## src/rtl/jse_pkg.sv

```systemverilog
`default_nettype none
// ----------------------------------------------------------------------------
// jse_pkg
// Shared types and constants for the JSON string value extractor.
// ----------------------------------------------------------------------------
package jse_pkg;

	localparam int MAX_KEY_LEN_DEF = 16;
	localparam int DEPTH_BITS_DEF  = 16;
	localparam int KEY_REG_W       = 64;
	localparam int MAX_RES         = 7;
	localparam int RES_CNT_W       = 3;

	localparam logic [1:0] CFG_KEY_LOW  = 2'd0;
	localparam logic [1:0] CFG_KEY_HIGH = 2'd1;
	localparam logic [1:0] CFG_KEY_LEN  = 2'd2;

	localparam logic [2:0] PH_SCAN    = 3'd0;
	localparam logic [2:0] PH_KEY     = 3'd1;
	localparam logic [2:0] PH_COLON   = 3'd2;
	localparam logic [2:0] PH_WAITVAL = 3'd3;
	localparam logic [2:0] PH_VALUE   = 3'd4;
	localparam logic [2:0] PH_HEX     = 3'd5;
	localparam logic [2:0] PH_OK      = 3'd6;
	localparam logic [2:0] PH_NOSTR   = 3'd7;

	localparam logic [1:0] ST_OK      = 2'd0;
	localparam logic [1:0] ST_NOTFND  = 2'd1;
	localparam logic [1:0] ST_NOTSTR  = 2'd2;
	localparam logic [1:0] ST_UNTERM  = 2'd3;

	// one result item
	typedef struct packed {
		logic       kind;
		logic [7:0] vbyte;
		logic [1:0] status;
		logic       last;
	} res_t;

	// results caused by one body byte
	typedef struct packed {
		logic [RES_CNT_W-1:0] cnt;
		res_t [MAX_RES-1:0]   res;
	} res_grp_t;

	function automatic logic [4:0] hex_val(input logic [7:0] b);
		logic [4:0] v;
		v = 5'h10;
		if (b >= "0" && b <= "9") v = {1'b0, b[3:0]};
		else if ((b >= "a" && b <= "f") || (b >= "A" && b <= "F"))
			v = {1'b0, b[3:0] + 4'd9};
		return v;
	endfunction

	function automatic res_t val_res(input logic [7:0] b);
		res_t r;
		r.kind = 1'b0; r.vbyte = b; r.status = ST_OK; r.last = 1'b0;
		return r;
	endfunction

endpackage
`default_nettype wire

```

## src/rtl/jse_parser.sv

```systemverilog
`default_nettype none
// ----------------------------------------------------------------------------
// jse_parser
// Per-byte parse state update; produces the result group of one byte.
// ----------------------------------------------------------------------------
module jse_parser #(
	parameter int MAX_KEY_LEN = jse_pkg::MAX_KEY_LEN_DEF,
	parameter int DEPTH_BITS  = jse_pkg::DEPTH_BITS_DEF
) (
	input  wire                              clk,
	input  wire                              arst_n,
	input  wire                              en,
	input  wire  [7:0]                       b,
	input  wire                              blast,
	input  wire  [jse_pkg::KEY_REG_W-1:0]    key_low,
	input  wire  [jse_pkg::KEY_REG_W-1:0]    key_high,
	input  wire  [4:0]                       key_len,
	output jse_pkg::res_grp_t                grp
);
	localparam logic signed [DEPTH_BITS-1:0] DMAX = {1'b0, {(DEPTH_BITS-1){1'b1}}};
	localparam logic signed [DEPTH_BITS-1:0] DMIN = {1'b1, {(DEPTH_BITS-1){1'b0}}};
	localparam logic signed [DEPTH_BITS-1:0] ONE  = DEPTH_BITS'(1);

	logic signed [DEPTH_BITS-1:0] depth_q, depth_d;
	logic                         instr_q, instr_d, esc_q, esc_d, fin_q, fin_d;
	logic [2:0]                   ph_q, ph_d;
	logic [4:0]                   kcnt_q, kcnt_d;
	logic [23:0]                  hex_q, hex_d;
	logic [1:0]                   hcnt_q, hcnt_d;

	logic [127:0] key_all;
	logic [4:0]   len_eff;
	logic [7:0]   kbyte;
	logic         do_scan, is_sp;
	logic [4:0]   hv0, hv1, hv2, hvb;
	logic [15:0]  cp;
	jse_pkg::res_grp_t g;

	assign key_all = {key_high, key_low};
	assign len_eff = (key_len > 5'(MAX_KEY_LEN)) ? 5'(MAX_KEY_LEN) : key_len;
	assign kbyte   = key_all[kcnt_q[3:0]*8 +: 8];
	assign is_sp   = (b == " ") || (b >= 8'd9 && b <= 8'd13);
	assign hv0     = jse_pkg::hex_val(hex_q[7:0]);
	assign hv1     = jse_pkg::hex_val(hex_q[15:8]);
	assign hv2     = jse_pkg::hex_val(hex_q[23:16]);
	assign hvb     = jse_pkg::hex_val(b);
	assign cp      = {hv0[3:0], hv1[3:0], hv2[3:0], hvb[3:0]};

	always_comb begin
		depth_d = depth_q; instr_d = instr_q; esc_d = esc_q; fin_d = fin_q;
		ph_d = ph_q; kcnt_d = kcnt_q; hex_d = hex_q; hcnt_d = hcnt_q;
		g = '0;
		do_scan = 1'b0;
		if (!fin_q) begin
			case (ph_q)
				jse_pkg::PH_SCAN: do_scan = 1'b1;
				jse_pkg::PH_KEY: begin
					if (kcnt_q < len_eff && b != "\"" && b != "\\" && b == kbyte) begin
						kcnt_d = kcnt_q + 5'd1;
					end else if (kcnt_q == len_eff && b == "\"") begin
						instr_d = 1'b0; ph_d = jse_pkg::PH_COLON; kcnt_d = '0;
					end else begin
						ph_d = jse_pkg::PH_SCAN; kcnt_d = '0; do_scan = 1'b1;
					end
				end
				jse_pkg::PH_COLON: begin
					if (b == ":") ph_d = jse_pkg::PH_WAITVAL;
					else if (!is_sp) begin
						ph_d = jse_pkg::PH_SCAN; do_scan = 1'b1;
					end
				end
				jse_pkg::PH_WAITVAL: begin
					if (b == "\"") begin
						ph_d = jse_pkg::PH_VALUE; esc_d = 1'b0;
					end else if (!is_sp) begin
						ph_d = jse_pkg::PH_NOSTR; fin_d = 1'b1;
					end
				end
				jse_pkg::PH_VALUE: begin
					if (esc_q) begin
						esc_d = 1'b0;
						g.cnt = 3'd1;
						case (b)
							"\"": g.res[0] = jse_pkg::val_res(8'h22);
							"\\": g.res[0] = jse_pkg::val_res(8'h5C);
							"n":  g.res[0] = jse_pkg::val_res(8'h0A);
							"t":  g.res[0] = jse_pkg::val_res(8'h09);
							"r":  g.res[0] = jse_pkg::val_res(8'h0D);
							"b":  g.res[0] = jse_pkg::val_res(8'h08);
							"f":  g.res[0] = jse_pkg::val_res(8'h0C);
							"u": begin
								g.cnt = 3'd0; ph_d = jse_pkg::PH_HEX; hcnt_d = '0; hex_d = '0;
							end
							default: begin
								g.cnt = 3'd2;
								g.res[0] = jse_pkg::val_res(8'h5C);
								g.res[1] = jse_pkg::val_res(b);
							end
						endcase
					end else if (b == "\"") begin
						ph_d = jse_pkg::PH_OK; fin_d = 1'b1;
					end else if (b == "\\") begin
						esc_d = 1'b1;
					end else begin
						g.cnt = 3'd1; g.res[0] = jse_pkg::val_res(b);
					end
				end
				jse_pkg::PH_HEX: begin
					g.res[0] = jse_pkg::val_res(8'h5C);
					g.res[1] = jse_pkg::val_res("u");
					g.res[2] = jse_pkg::val_res(hex_q[7:0]);
					g.res[3] = jse_pkg::val_res(hex_q[15:8]);
					g.res[4] = jse_pkg::val_res(hex_q[23:16]);
					if (hvb[4]) begin
						// not a hex digit: flush held bytes, then handle b as in PH_VALUE
						ph_d = jse_pkg::PH_VALUE; hcnt_d = '0; hex_d = '0;
						g.cnt = 3'd2 + {1'b0, hcnt_q};
						if (b == "\"") begin
							ph_d = jse_pkg::PH_OK; fin_d = 1'b1;
						end else if (b == "\\") begin
							esc_d = 1'b1;
						end else begin
							g.res[g.cnt] = jse_pkg::val_res(b);
							g.cnt = g.cnt + 3'd1;
						end
					end else if (hcnt_q != 2'd3) begin
						hex_d[hcnt_q*8 +: 8] = b;
						hcnt_d = hcnt_q + 2'd1;
					end else begin
						ph_d = jse_pkg::PH_VALUE; hcnt_d = '0; hex_d = '0;
						if (cp < 16'h0080) begin
							g.cnt = 3'd1; g.res[0] = jse_pkg::val_res(cp[7:0]);
						end else begin
							g.cnt = 3'd6; g.res[5] = jse_pkg::val_res(b);
						end
					end
				end
				default: ;
			endcase
		end
		if (do_scan) begin
			if (instr_q) begin
				if (esc_q) esc_d = 1'b0;
				else if (b == "\\") esc_d = 1'b1;
				else if (b == "\"") instr_d = 1'b0;
			end else if (b == "\"") begin
				instr_d = 1'b1;
				if (depth_q == ONE) begin
					ph_d = jse_pkg::PH_KEY; kcnt_d = '0;
				end
			end else if (b == "{" || b == "[") begin
				if (depth_q < DMAX) depth_d = depth_q + ONE;
			end else if (b == "}" || b == "]") begin
				if (depth_q > DMIN) depth_d = depth_q - ONE;
			end
		end
		if (blast) begin
			g.res[g.cnt].kind = 1'b1;
			g.res[g.cnt].vbyte = '0;
			g.res[g.cnt].last = 1'b1;
			case (ph_d)
				jse_pkg::PH_OK:      g.res[g.cnt].status = jse_pkg::ST_OK;
				jse_pkg::PH_NOSTR,
				jse_pkg::PH_WAITVAL: g.res[g.cnt].status = jse_pkg::ST_NOTSTR;
				jse_pkg::PH_VALUE,
				jse_pkg::PH_HEX:     g.res[g.cnt].status = jse_pkg::ST_UNTERM;
				default:             g.res[g.cnt].status = jse_pkg::ST_NOTFND;
			endcase
			g.cnt = g.cnt + 3'd1;
			depth_d = '0; instr_d = 1'b0; esc_d = 1'b0; ph_d = jse_pkg::PH_SCAN;
			kcnt_d = '0; hex_d = '0; hcnt_d = '0; fin_d = 1'b0;
		end
	end

	assign grp = g;

	always_ff @(posedge clk or negedge arst_n) begin
		if (!arst_n) begin
			depth_q <= '0; instr_q <= 1'b0; esc_q <= 1'b0; fin_q <= 1'b0;
			ph_q <= jse_pkg::PH_SCAN; kcnt_q <= '0; hex_q <= '0; hcnt_q <= '0;
		end else if (en) begin
			depth_q <= depth_d; instr_q <= instr_d; esc_q <= esc_d; fin_q <= fin_d;
			ph_q <= ph_d; kcnt_q <= kcnt_d; hex_q <= hex_d; hcnt_q <= hcnt_d;
		end
	end
endmodule
`default_nettype wire

```

## src/rtl/jse_outbuf.sv

```systemverilog
`default_nettype none
// ----------------------------------------------------------------------------
// jse_outbuf
// Holds the result group of one byte and drains it one item per cycle while m_tready is high.
// ----------------------------------------------------------------------------
module jse_outbuf (
	input  wire                 clk,
	input  wire                 arst_n,
	input  wire                 load,
	input  wire jse_pkg::res_grp_t grp,
	output logic                free,
	output logic                m_tvalid,
	input  wire                 m_tready,
	output jse_pkg::res_t       item
);
	jse_pkg::res_grp_t            grp_s1;
	logic [jse_pkg::RES_CNT_W-1:0] idx_q;
	logic                         done;

	assign m_tvalid = (idx_q != grp_s1.cnt);
	assign item     = grp_s1.res[idx_q];
	assign done     = !m_tvalid || (m_tready && idx_q + 3'd1 == grp_s1.cnt);
	assign free     = done;

	always_ff @(posedge clk or negedge arst_n) begin
		if (!arst_n) begin
			grp_s1 <= '0;
			idx_q <= '0;
		end else if (load) begin
			grp_s1 <= grp;
			idx_q <= '0;
		end else if (m_tvalid && m_tready) begin
			idx_q <= idx_q + 3'd1;
		end
	end
endmodule
`default_nettype wire

```

## src/rtl/json_top_level_string_extractor.sv

```systemverilog
`default_nettype none
// ----------------------------------------------------------------------------
// json_top_level_string_extractor
// Pulls one top-level string value out of a JSON body, streamed per byte.
// ----------------------------------------------------------------------------
// channel | dir | tdata                    | tuser       | tlast
// s_axis  | in  | body_byte[7:0]           | -           | body_last
// m_axis  | out | value_byte[7:0],status   | result_kind | result_last
// cfg     | in  | wr_en, wr_index, wr_data (key low, key high, key length)
// One byte per cycle unless stalled: while the result buffer drains a
// byte's results (up to 7), s_tready stays low until the last is taken.
// Parse state updates at the byte accept; results leave from a register.
// Reset clears parse state, key registers and the result buffer.
// ----------------------------------------------------------------------------
module json_top_level_string_extractor #(
	parameter int MAX_KEY_LEN = jse_pkg::MAX_KEY_LEN_DEF,
	parameter int DEPTH_BITS  = jse_pkg::DEPTH_BITS_DEF
) (
	input  wire         clk,
	input  wire         arst_n,
	input  wire         s_tvalid,
	output logic        s_tready,
	input  wire  [7:0]  s_tdata,   // body_byte
	input  wire         s_tlast,   // body_last
	output logic        m_tvalid,
	input  wire         m_tready,
	output logic [15:0] m_tdata,   // value_byte[7:0], status[9:8], zero fill
	output logic        m_tuser,   // result_kind
	output logic        m_tlast,   // result_last
	input  wire         wr_en,
	input  wire  [1:0]  wr_index,
	input  wire  [63:0] wr_data
);
	logic [63:0] key_low_q, key_high_q;
	logic [4:0]  key_len_q;
	logic        acc;
	jse_pkg::res_grp_t grp;
	jse_pkg::res_t     item;

	always_ff @(posedge clk or negedge arst_n) begin
		if (!arst_n) begin
			key_low_q <= '0; key_high_q <= '0; key_len_q <= '0;
		end else if (wr_en) begin
			case (wr_index)
				jse_pkg::CFG_KEY_LOW:  key_low_q  <= wr_data;
				jse_pkg::CFG_KEY_HIGH: key_high_q <= wr_data;
				jse_pkg::CFG_KEY_LEN:  key_len_q  <= wr_data[4:0];
				default: ;
			endcase
		end
	end

	assign acc = s_tvalid && s_tready;

	jse_parser #(.MAX_KEY_LEN(MAX_KEY_LEN), .DEPTH_BITS(DEPTH_BITS)) u_parser (
		.clk(clk), .arst_n(arst_n), .en(acc), .b(s_tdata), .blast(s_tlast),
		.key_low(key_low_q), .key_high(key_high_q), .key_len(key_len_q), .grp(grp)
	);

	jse_outbuf u_outbuf (
		.clk(clk), .arst_n(arst_n), .load(acc), .grp(grp), .free(s_tready),
		.m_tvalid(m_tvalid), .m_tready(m_tready), .item(item)
	);

	assign m_tdata = {6'd0, item.status, item.vbyte};
	assign m_tuser = item.kind;
	assign m_tlast = item.last;
endmodule
`default_nettype wire
```

## config.mk

```make
export PLATFORM = sky130hd
export DESIGN_NAME = json_top_level_string_extractor
export DESIGN_NICKNAME = d
export VERILOG_FILES = /design/src/rtl/jse_pkg.sv /design/src/rtl/jse_parser.sv /design/src/rtl/jse_outbuf.sv /design/src/rtl/json_top_level_string_extractor.sv
export SDC_FILE = /design/constraint.sdc
export NUM_CORES = 1
export LEC_CHECK = 0
export ABC_CLOCK_PERIOD_IN_PS = 3900
export BUFFER_PORTS_ARGS = -buffer_cell sky130_fd_sc_hd__buf_4
export CORE_MARGIN = 3
export CORE_UTILIZATION = 60
export CTS_CLUSTER_DIAMETER = 30
export DETAILED_ROUTE_END_ITERATION = 7
export HOLD_SLACK_MARGIN = 0.1
export PLACE_DENSITY = 0.77
export SLEW_MARGIN = 30
export SYNTH_ARGS = -nofsm -noshare
export SYNTH_HDL_FRONTEND = slang
export SYNTH_SLANG_ARGS = --single-unit
```

## constraint.sdc

```tcl
create_clock -name clk -period 3.9 [get_ports clk]
set_input_delay 0.78 -clock clk [delete_from_list [all_inputs] [get_ports clk]]
set_output_delay 0.78 -clock clk [all_outputs]
set_load 0.02 [all_outputs]
```

Word level (Yosys, flattened, before mapping)
Cells that the tools add are included.
{"block": "op_classes", "add_sub_neg": 13, "n_mul": 0, "div_mod_pow": 0, "n_lt_le_gt_ge": 36, "eq_ne": 40, "shifts": 3, "mux": 148, "n_bitwise": 0, "reduce_logical": 47}
{"cell": "84-bit bitwise mux", "n": 8}
{"cell": "87-bit two-way mux", "n": 4}
{"cell": "84-bit one-hot mux with 3 select lines", "n": 1}
{"cell": "12-bit demux with 3-bit select", "n": 5}
{"cell": "24-bit two-way mux", "n": 6}
{"cell": "16-bit two-way mux", "n": 8}
{"cell": "128-bit by 8-bit indexed part select with 8-bit output", "n": 1}
{"cell": "12-bit two-way mux", "n": 10}
{"cell": "24-bit one-hot mux with 2 select lines", "n": 2}
{"cell": "8-bit by 7-bit equality test with 1-bit output (second input constant)", "n": 11}
{"cell": "10-bit one-hot mux with 7 select lines", "n": 1}
{"cell": "3-bit two-way mux", "n": 23}
{"cell": "11-bit two-way mux", "n": 6}
{"cell": "8-bit by 7-bit greater-or-equal comparator with 1-bit output (second input constant)", "n": 8}
{"cell": "8-bit by 7-bit <= comparator with 1-bit output (second input constant)", "n": 8}
{"cell": "60-bit two-way mux", "n": 1}
{"cell": "5-bit two-way mux", "n": 11}
{"cell": "48-bit two-way mux", "n": 1}
{"cell": "1-bit two-way mux", "n": 38}
{"cell": "12-bit binary-select mux with 3-bit select", "n": 1}
{"cell": "5-bit negator with 34-bit output", "n": 1}
{"cell": "8-bit by 34-bit variable shift with 24-bit output (first input constant)", "n": 1}
{"cell": "8-bit by 34-bit indexed part select with 24-bit output", "n": 1}
{"cell": "8-bit by 6-bit greater-or-equal comparator with 1-bit output (second input constant)", "n": 4}
{"cell": "53 further kinds", "n": 126}
{"block": "totals", "register_bits": 276, "latchBits": 0, "ramBits": 0, "romBits": 0, "inputBits": 80, "n_memories": 0}

Depth between registers and ports, before layout
{"block": "logic_depth", "depth_word": 21, "depth_mapped": 15, "depth_no_buf": 12}

By module
A second synthesis with hierarchy kept.
{"block": "hier_totals", "cells_unflattened": 1406, "hier_area_um2": 16228.1}
{"mod": "jse_parser", "instances": 1, "cells_each": 828, "area_per_inst_um2": 6602.6, "seq_area_each_um2": 1326.3}
{"mod": "json_top_level_string_extractor", "instances": 1, "cells_each": 291, "area_per_inst_um2": 5415.2, "seq_area_each_um2": 3328.2}
{"mod": "jse_outbuf", "instances": 1, "cells_each": 287, "area_per_inst_um2": 4210.3, "seq_area_each_um2": 2252.2}

Worst setup path before layout
OpenSTA, ideal clock, no wires.
{"block": "synth_timing", "kind": "input to register", "from": "input s_tdata[0]", "to": "register u_outbuf.grp_s1[38] (netlist name)", "setup_ns": 0.067, "t_arrival_ns": 3.723, "slack_ns": 0.111, "path_stages": 13, "path_cell_list": "clkbuf_1 > inv_1 > ha_1 > nor3b_1 > o41ai_1 > a221o_1 > buf_4 > nand3_1 > or4_1 > clkbuf_1 > and2_4 > or4_1 > nand2_1"}
{"block": "synth_between", "elab_chain_len": 18, "elab_cells_between_ends": 96, "cone_classes": "1 x add/sub; 11 x order compare; 18 x eq/ne; 52 x mux; 14 x reduce/logical"}
{"element": "from (decl)", "line_no": "json_top_level_string_extractor.sv:23", "text": "input wire [7:0] s_tdata,"}
{"element": "8-bit by 7-bit greater-or-equal comparator with 1-bit output or 8-bit by 7-bit <= comparator with 1-bit output (tied branches)", "line_no": "jse_pkg.sv:50", "text": "else if ((b >= \"a\" && b <= \"f\") || (b >= \"A\" && b <= \"F\"))"}
{"element": "1-bit logical AND", "line_no": "jse_pkg.sv:50"}
{"element": "1-bit logical OR", "line_no": "jse_pkg.sv:50"}
{"element": "5-bit two-way mux", "line_no": "jse_pkg.sv:50"}
{"element": "5-bit two-way mux", "line_no": "jse_pkg.sv:49", "text": "if (b >= \"0\" && b <= \"9\") v = {1'b0, b[3:0]};"}
{"element": "16-bit by 8-bit < comparator with 1-bit output", "line_no": "jse_parser.sv:131", "text": "if (cp < 16'h0080) begin"}
{"element": "3-bit two-way mux", "line_no": "jse_parser.sv:131"}
{"element": "3-bit two-way mux", "line_no": "jse_parser.sv:126", "text": "end else if (hcnt_q != 2'd3) begin"}
{"element": "[2 not listed]"}
{"element": "87-bit two-way mux", "line_no": "jse_parser.sv:54", "text": "if (!fin_q) begin"}
{"element": "3-bit by 4-bit < comparator with 1-bit output (not written as such) (tied with other cells)"}
{"element": "1-bit logical AND (not written as such) or 84-bit bitwise mux (tied branches)"}
{"element": "3-bit two-way mux (not written as such) or 84-bit bitwise mux (tied branches)"}
{"element": "12-bit demux with 3-bit select or 84-bit bitwise mux (tied branches)"}
{"element": "84-bit bitwise mux (on tied branches)"}
{"element": "84-bit one-hot mux with 3 select lines", "line_no": "jse_parser.sv:161", "text": "case (ph_d)"}
{"element": "87-bit two-way mux (*)", "line_no": "jse_parser.sv:157", "text": "if (blast) begin"}
{"element": "to (signal assigned)", "line_no": "jse_outbuf.sv:30", "text": "grp_s1 <= grp;"}
{"element": "to (decl)", "line_no": "jse_outbuf.sv:16", "text": "jse_pkg::res_grp_t grp_s1;"}
Every way passes the cells marked *; elsewhere a longest branch is shown, timed or not.
A chain may end at the register's enable or synchronous reset.

Worst setup path after layout
{"block": "layout_timing", "from": "register u_outbuf.idx_q[1] (netlist name)", "to": "register u_parser.hex_q[20]"}
{"block": "layout_between", "elab_chain_len": 6, "elab_cells_between_ends": 8, "cone_classes": "1 x add/sub; 2 x eq/ne; 5 x reduce/logical"}
{"element": "from (decl)", "line_no": "jse_outbuf.sv:17", "text": "logic [jse_pkg::RES_CNT_W-1:0] idx_q;"}
{"element": "from (signal assigned)", "line_no": "jse_outbuf.sv:33", "text": "idx_q <= idx_q + 3'd1;"}
{"element": "3-bit by 1-bit adder with 3-bit output", "line_no": "jse_outbuf.sv:22", "text": "assign done = !m_tvalid || (m_tready && idx_q + 3'd1 == grp_s1.cnt);"}
{"element": "3-bit equality test", "line_no": "jse_outbuf.sv:22"}
{"element": "1-bit logical AND", "line_no": "jse_outbuf.sv:22"}
{"element": "1-bit logical OR (*)", "line_no": "jse_outbuf.sv:22"}
{"element": "1-bit logical AND (*)", "line_no": "json_top_level_string_extractor.sv:53", "text": "assign acc = s_tvalid && s_tready;"}
{"element": "5-bit AND reduction (no source line) (*)"}
{"element": "to (signal assigned)", "line_no": "jse_parser.sv:180", "text": "ph_q <= jse_pkg::PH_SCAN; kcnt_q <= '0; hex_q <= '0; hcnt_q <= '0;"}
{"element": "to (signal assigned)", "line_no": "jse_parser.sv:183", "text": "ph_q <= ph_d; kcnt_q <= kcnt_d; hex_q <= hex_d; hcnt_q <= hcnt_d;"}
{"element": "to (decl)", "line_no": "jse_parser.sv:28", "text": "logic [23:0] hex_q, hex_d;"}
Marks and branches as above.

==> metrics.md <==
| Metric | Value |
|---|---|
| Fin crit period | between 3 and 4 ns |
| Die ar. | 0.0263 mm² |
| Post-Syn Instances | ~1300 |
| Sw frac | 0.311 |
| Worst Setup Path Type | reg2reg |
| Per-cell routed wire length | roughly 21 µm |
| DR vias | 11554 |
| Cells along the critical path | ha_1, xnor2_1, nand3_1, o21ai_1, nand2_2, buf_4, nor4_1, nand4_1, nor4b_2, buf_4, a22o_1 |
| DRC errors left | 0 |
| Setup TNS | 0 ns |
| Port Buffer Count | between 90 and 100 |
| Root buf cell | clkbuf_16 |
| Multi-input logic area | around 0.0075 mm² |
| Grt peak-use layer | met2 |
| Cell depth of the worst flop-to-flop path | 11 |
| Resized cells post-CTS | 0 |
| Reg2reg setup slack | about 0.32 ns |
| Worst r2r src | u_outbuf.idx_q[1]$_DFFE_PN0P_ |
| # fillers | between 1500 and 2000 |
| Worst skew pair latency | ~0.56 ns |
| Final antenna-violating net count | 0 |
| Hold WS | between 0.2 and 0.3 ns |
| Final #Nets | between 1500 and 2000 |
| GR Util met1 | 0.398 |
| Post CTS Setup Buffer Count | 0 |
| CTS tree | yes |
| Switch Pwr | between 3 and 4 mW |
| TritonCTS Buffers | 55 |
| Worst path top cell family by delay | simple AND/OR/NAND/NOR gates |
| Met3 Usage GRT | 0.0683 |
| GRT met2 Usage | 0.494 |
| Seq/Total Area, Yosys | 0.445 |
| Post-synth cell types | 94 |
| Comb pwr share | 0.237 |
| Static Leak | 7.79 nW |
| Startpoint types | register |
| Routed vias/inst | approximately 6.3 |
| Largest buffer count on any clock path | 3 |
| Slowest CP cell | dfrtp_1 |
| #FFs+latches synth | 261 |
| Async SR Flop Fraction | 1.00 |
| Yosys warning count | 0 |
| Status | finished, final reports clean |
| Synth Flop Type | dfrtp_1 |
| Yosys top cell area share | 0.445 |
| Power density cells | about 600 mW/mm² |
| Reg2Reg Capture Point | u_parser.hex_q[20]$_DFFE_PN0P_ |
| Critical Path RT | ~4.4 ns |
| EDFF count, synth | 0 |
| Number of global-route vias before repair | 11824 |
| Die Wd | 162 µm |
| Post-synth top area cell | dfrtp_1 |
| Critical path's most frequent cell | buf_4 |
| First-pass DRT Iterations | 5 |
| Area contributors post-synth | dfrtp_1, mux2_2, mux4_2, nand2_1, mux2i_1 |
| Seq pwr share | 0.317 |
| Drt total wl | about 39000 µm |
| RD Place Congestion | just over 0.9 |
| Internal Power | 7.34 mW |
| Final worst-path cycle share | 0.919 |
| Detailed placement HPWL | ~26000 µm |
| Crit end category | register |
| Worst Path Arrival | a little over 4 ns |
| Non-filler instance count after layout | 1831 |
| Clock transition at path regs | about 0.05 ns |
| Skew final | 0.0262 ns |
| Slew Limit Fails | 0 |
| Hold Buf Count CTS | 0 |
| Max_slew headroom | 0.396 |
| Initial Util | 0.617 |
| Final setup viols | 0 |
| Fmax | about 0.28 GHz |
| GRT Residual Overflow | 0 |
| Row count | 56 |
| Buf/Inv on CP | 2 |
| Maximum VDD drop | between 400 and 500 µV |
| Largest net degree at the start of global routing | approximately 100 |
| Initial antenna violation count | 1 |
| H-tree levels | 2 |
| Max Cap Viol | 0 |
| Post-synthesis cell area | approximately 0.015 mm² |
| First-pass GRT wire length | about 64000 µm |
| Syn_area_per_cell | between 10 and 15 µm² |
| Clock Sink Count | about 260 |
| Core Box Area | about 0.024 mm² |
| Hold Vio Cnt, Final | 0 |
| Register area | 0.00653 mm² |
| Initial DRC count | between 1000 and 1500 |
| Cells after DPL | 1728 |
| RSZ-0062 raised after global routing | false |
| Worst Tran Pin Value | 0.906 ns |
| GR Util All Layers | 0.301 |
| Die height | 162 µm |
| Hold crit path type | in2async |
| Layout cell share with drive strength beyond 1 | 0.301 |
| Clock share of power | 0.445 |
| Crit Path Max Fanout | 24 |
| Io pins | 100 |
| Largest stage delay, worst path | 0.65 ns |
| Synthesis-to-layout area growth | 20.5% |
==> power by group through the flow <==
| stage | Sequential (mW) | Combinational [mW] | Clock, mW |
|---|---|---|---|
| 4_1_cts | 3.37 | 2.51 | 4.80 |
| 2_1_floorplan | 3.24 | 1.85 | 0 |
| 3_3_place_gp | 3.37 | 2.40 | 0 |
| 3_5_place_dp | 3.39 | 2.46 | 0 |
| 5_1_grt | 3.42 | 2.72 | 4.94 |
| 6_report | 3.38 | 2.53 | 4.74 |
==> cells in the final DEF, fill, tap and decap left out, types with 14 or more instances in the layout <==
cell type,count
xnor2_1,14
mux4_2,39
mux2i_1,49
nand2b_1,14
ha_1,32
nand2_1,146
o22ai_1,16
inv_1,39
dfrtp_1,260
o21ai_0,68
buf_4,146
a21oi_1,55
a22o_1,23
nor3_1,22
clkbuf_16,55
nand3_1,22
nor4_1,15
nor2_1,61
mux2_2,139
==> metrics by stage <==
step / utilization / cell area [µm²] / total power [mW] / setup slack (ns)
2_1_floorplan: - / 14700 / 5.09 / 0.111
3_3_place_gp: 0.663 / 15800 / 5.77 / 0.194
3_5_place_dp: 0.663 / 15800 / 5.85 / 0.0738
4_1_cts: 0.744 / 17700 / 10.7 / 0.328
5_1_grt: 0.744 / 17700 / 11.1 / 0.0388
6_report: 0.744 / 17700 / 10.7 / 0.318
==> synthesized netlist by cell type, drive strengths merged (11+ instances only) <==
library cell / n
a22o: 23
clkbuf: 55
a21oi: 58
mux4: 39
nor2: 61
nor3: 24
inv: 40
nand3: 23
o21ai: 78
nand2b: 14
and2: 11
o31ai: 11
buf: 38
xnor2: 14
o22ai: 16
or4: 11
mux2i: 49
ha: 32
nand2: 147
nor2b: 12
mux2: 141
o211ai: 13
or3: 14
nor4: 15
dfrtp: 261
==> worst max-delay path by stage <==
stage	slack, ns	from	to	cells after the start
6_report	0.32	u_outbuf.idx_q[1]$_DFFE_PN0P_	u_parser.hex_q[20]$_DFFE_PN0P_	11
4_1_cts	0.33	u_parser.kcnt_q[1]$_DFFE_PN0P_	u_parser.depth_q[14]$_DFFE_PN0P_	10
2_1_floorplan	0.11	s_tdata[0]	u_outbuf.grp_s1[38]$_DFFE_PN0P_	13
3_5_place_dp	0.07	s_tdata[0]	u_outbuf.grp_s1[66]$_DFFE_PN0P_	12
3_3_place_gp	0.19	s_tdata[0]	u_parser.depth_q[6]$_DFFE_PN0P_	12
5_1_grt	0.04	u_outbuf.idx_q[0]$_DFFE_PN0P_	u_parser.hex_q[17]$_DFFE_PN0P_	11
==> final cells by class <==
cell class                 count  area share
antenna                        1    0.000142
clock buffer                  67      0.0827
clock inverter                35      0.0253
inverter                      41     0.00871
multi-input combinational    957       0.425
sequential                   261       0.370
tap                          319      0.0226
timing repair buffer         150      0.0663
==> metal layers <==
layer	up-vias	part of all wire
li1	5222	-
met1	5764	0.41
met2	478	0.48
met3	90	0.080
met4	0	0.027
met5	-	0
==> registers in the layout (all words and copies together), names as in the netlist <==
signal / flops
u_parser.esc_q: 1
u_parser.fin_q: 1
key_len_q: 5
u_parser.depth_q: 16
u_parser.ph_q: 3
u_parser.hcnt_q: 2
u_outbuf.idx_q: 3
u_outbuf.grp_s1: 72
key_low_q: 64
u_parser.kcnt_q: 5
key_high_q: 64
u_parser.hex_q: 24
u_parser.instr_q: 1
==> kinds of logic after synthesis <==
kind of cell,after synthesis,share of synthesized area
adder cells (fa/ha/maj),32,0.0273
XOR/XNOR,20,0.0119
other,1,0.000256
buffers and inverters,134,0.0449
multiplexers,229,0.202
AO/OA/AOI/OAI,288,0.136
flip-flops,261,0.445
AND/OR/NAND/NOR,382,0.133
(Power assumes the default switching activity.)
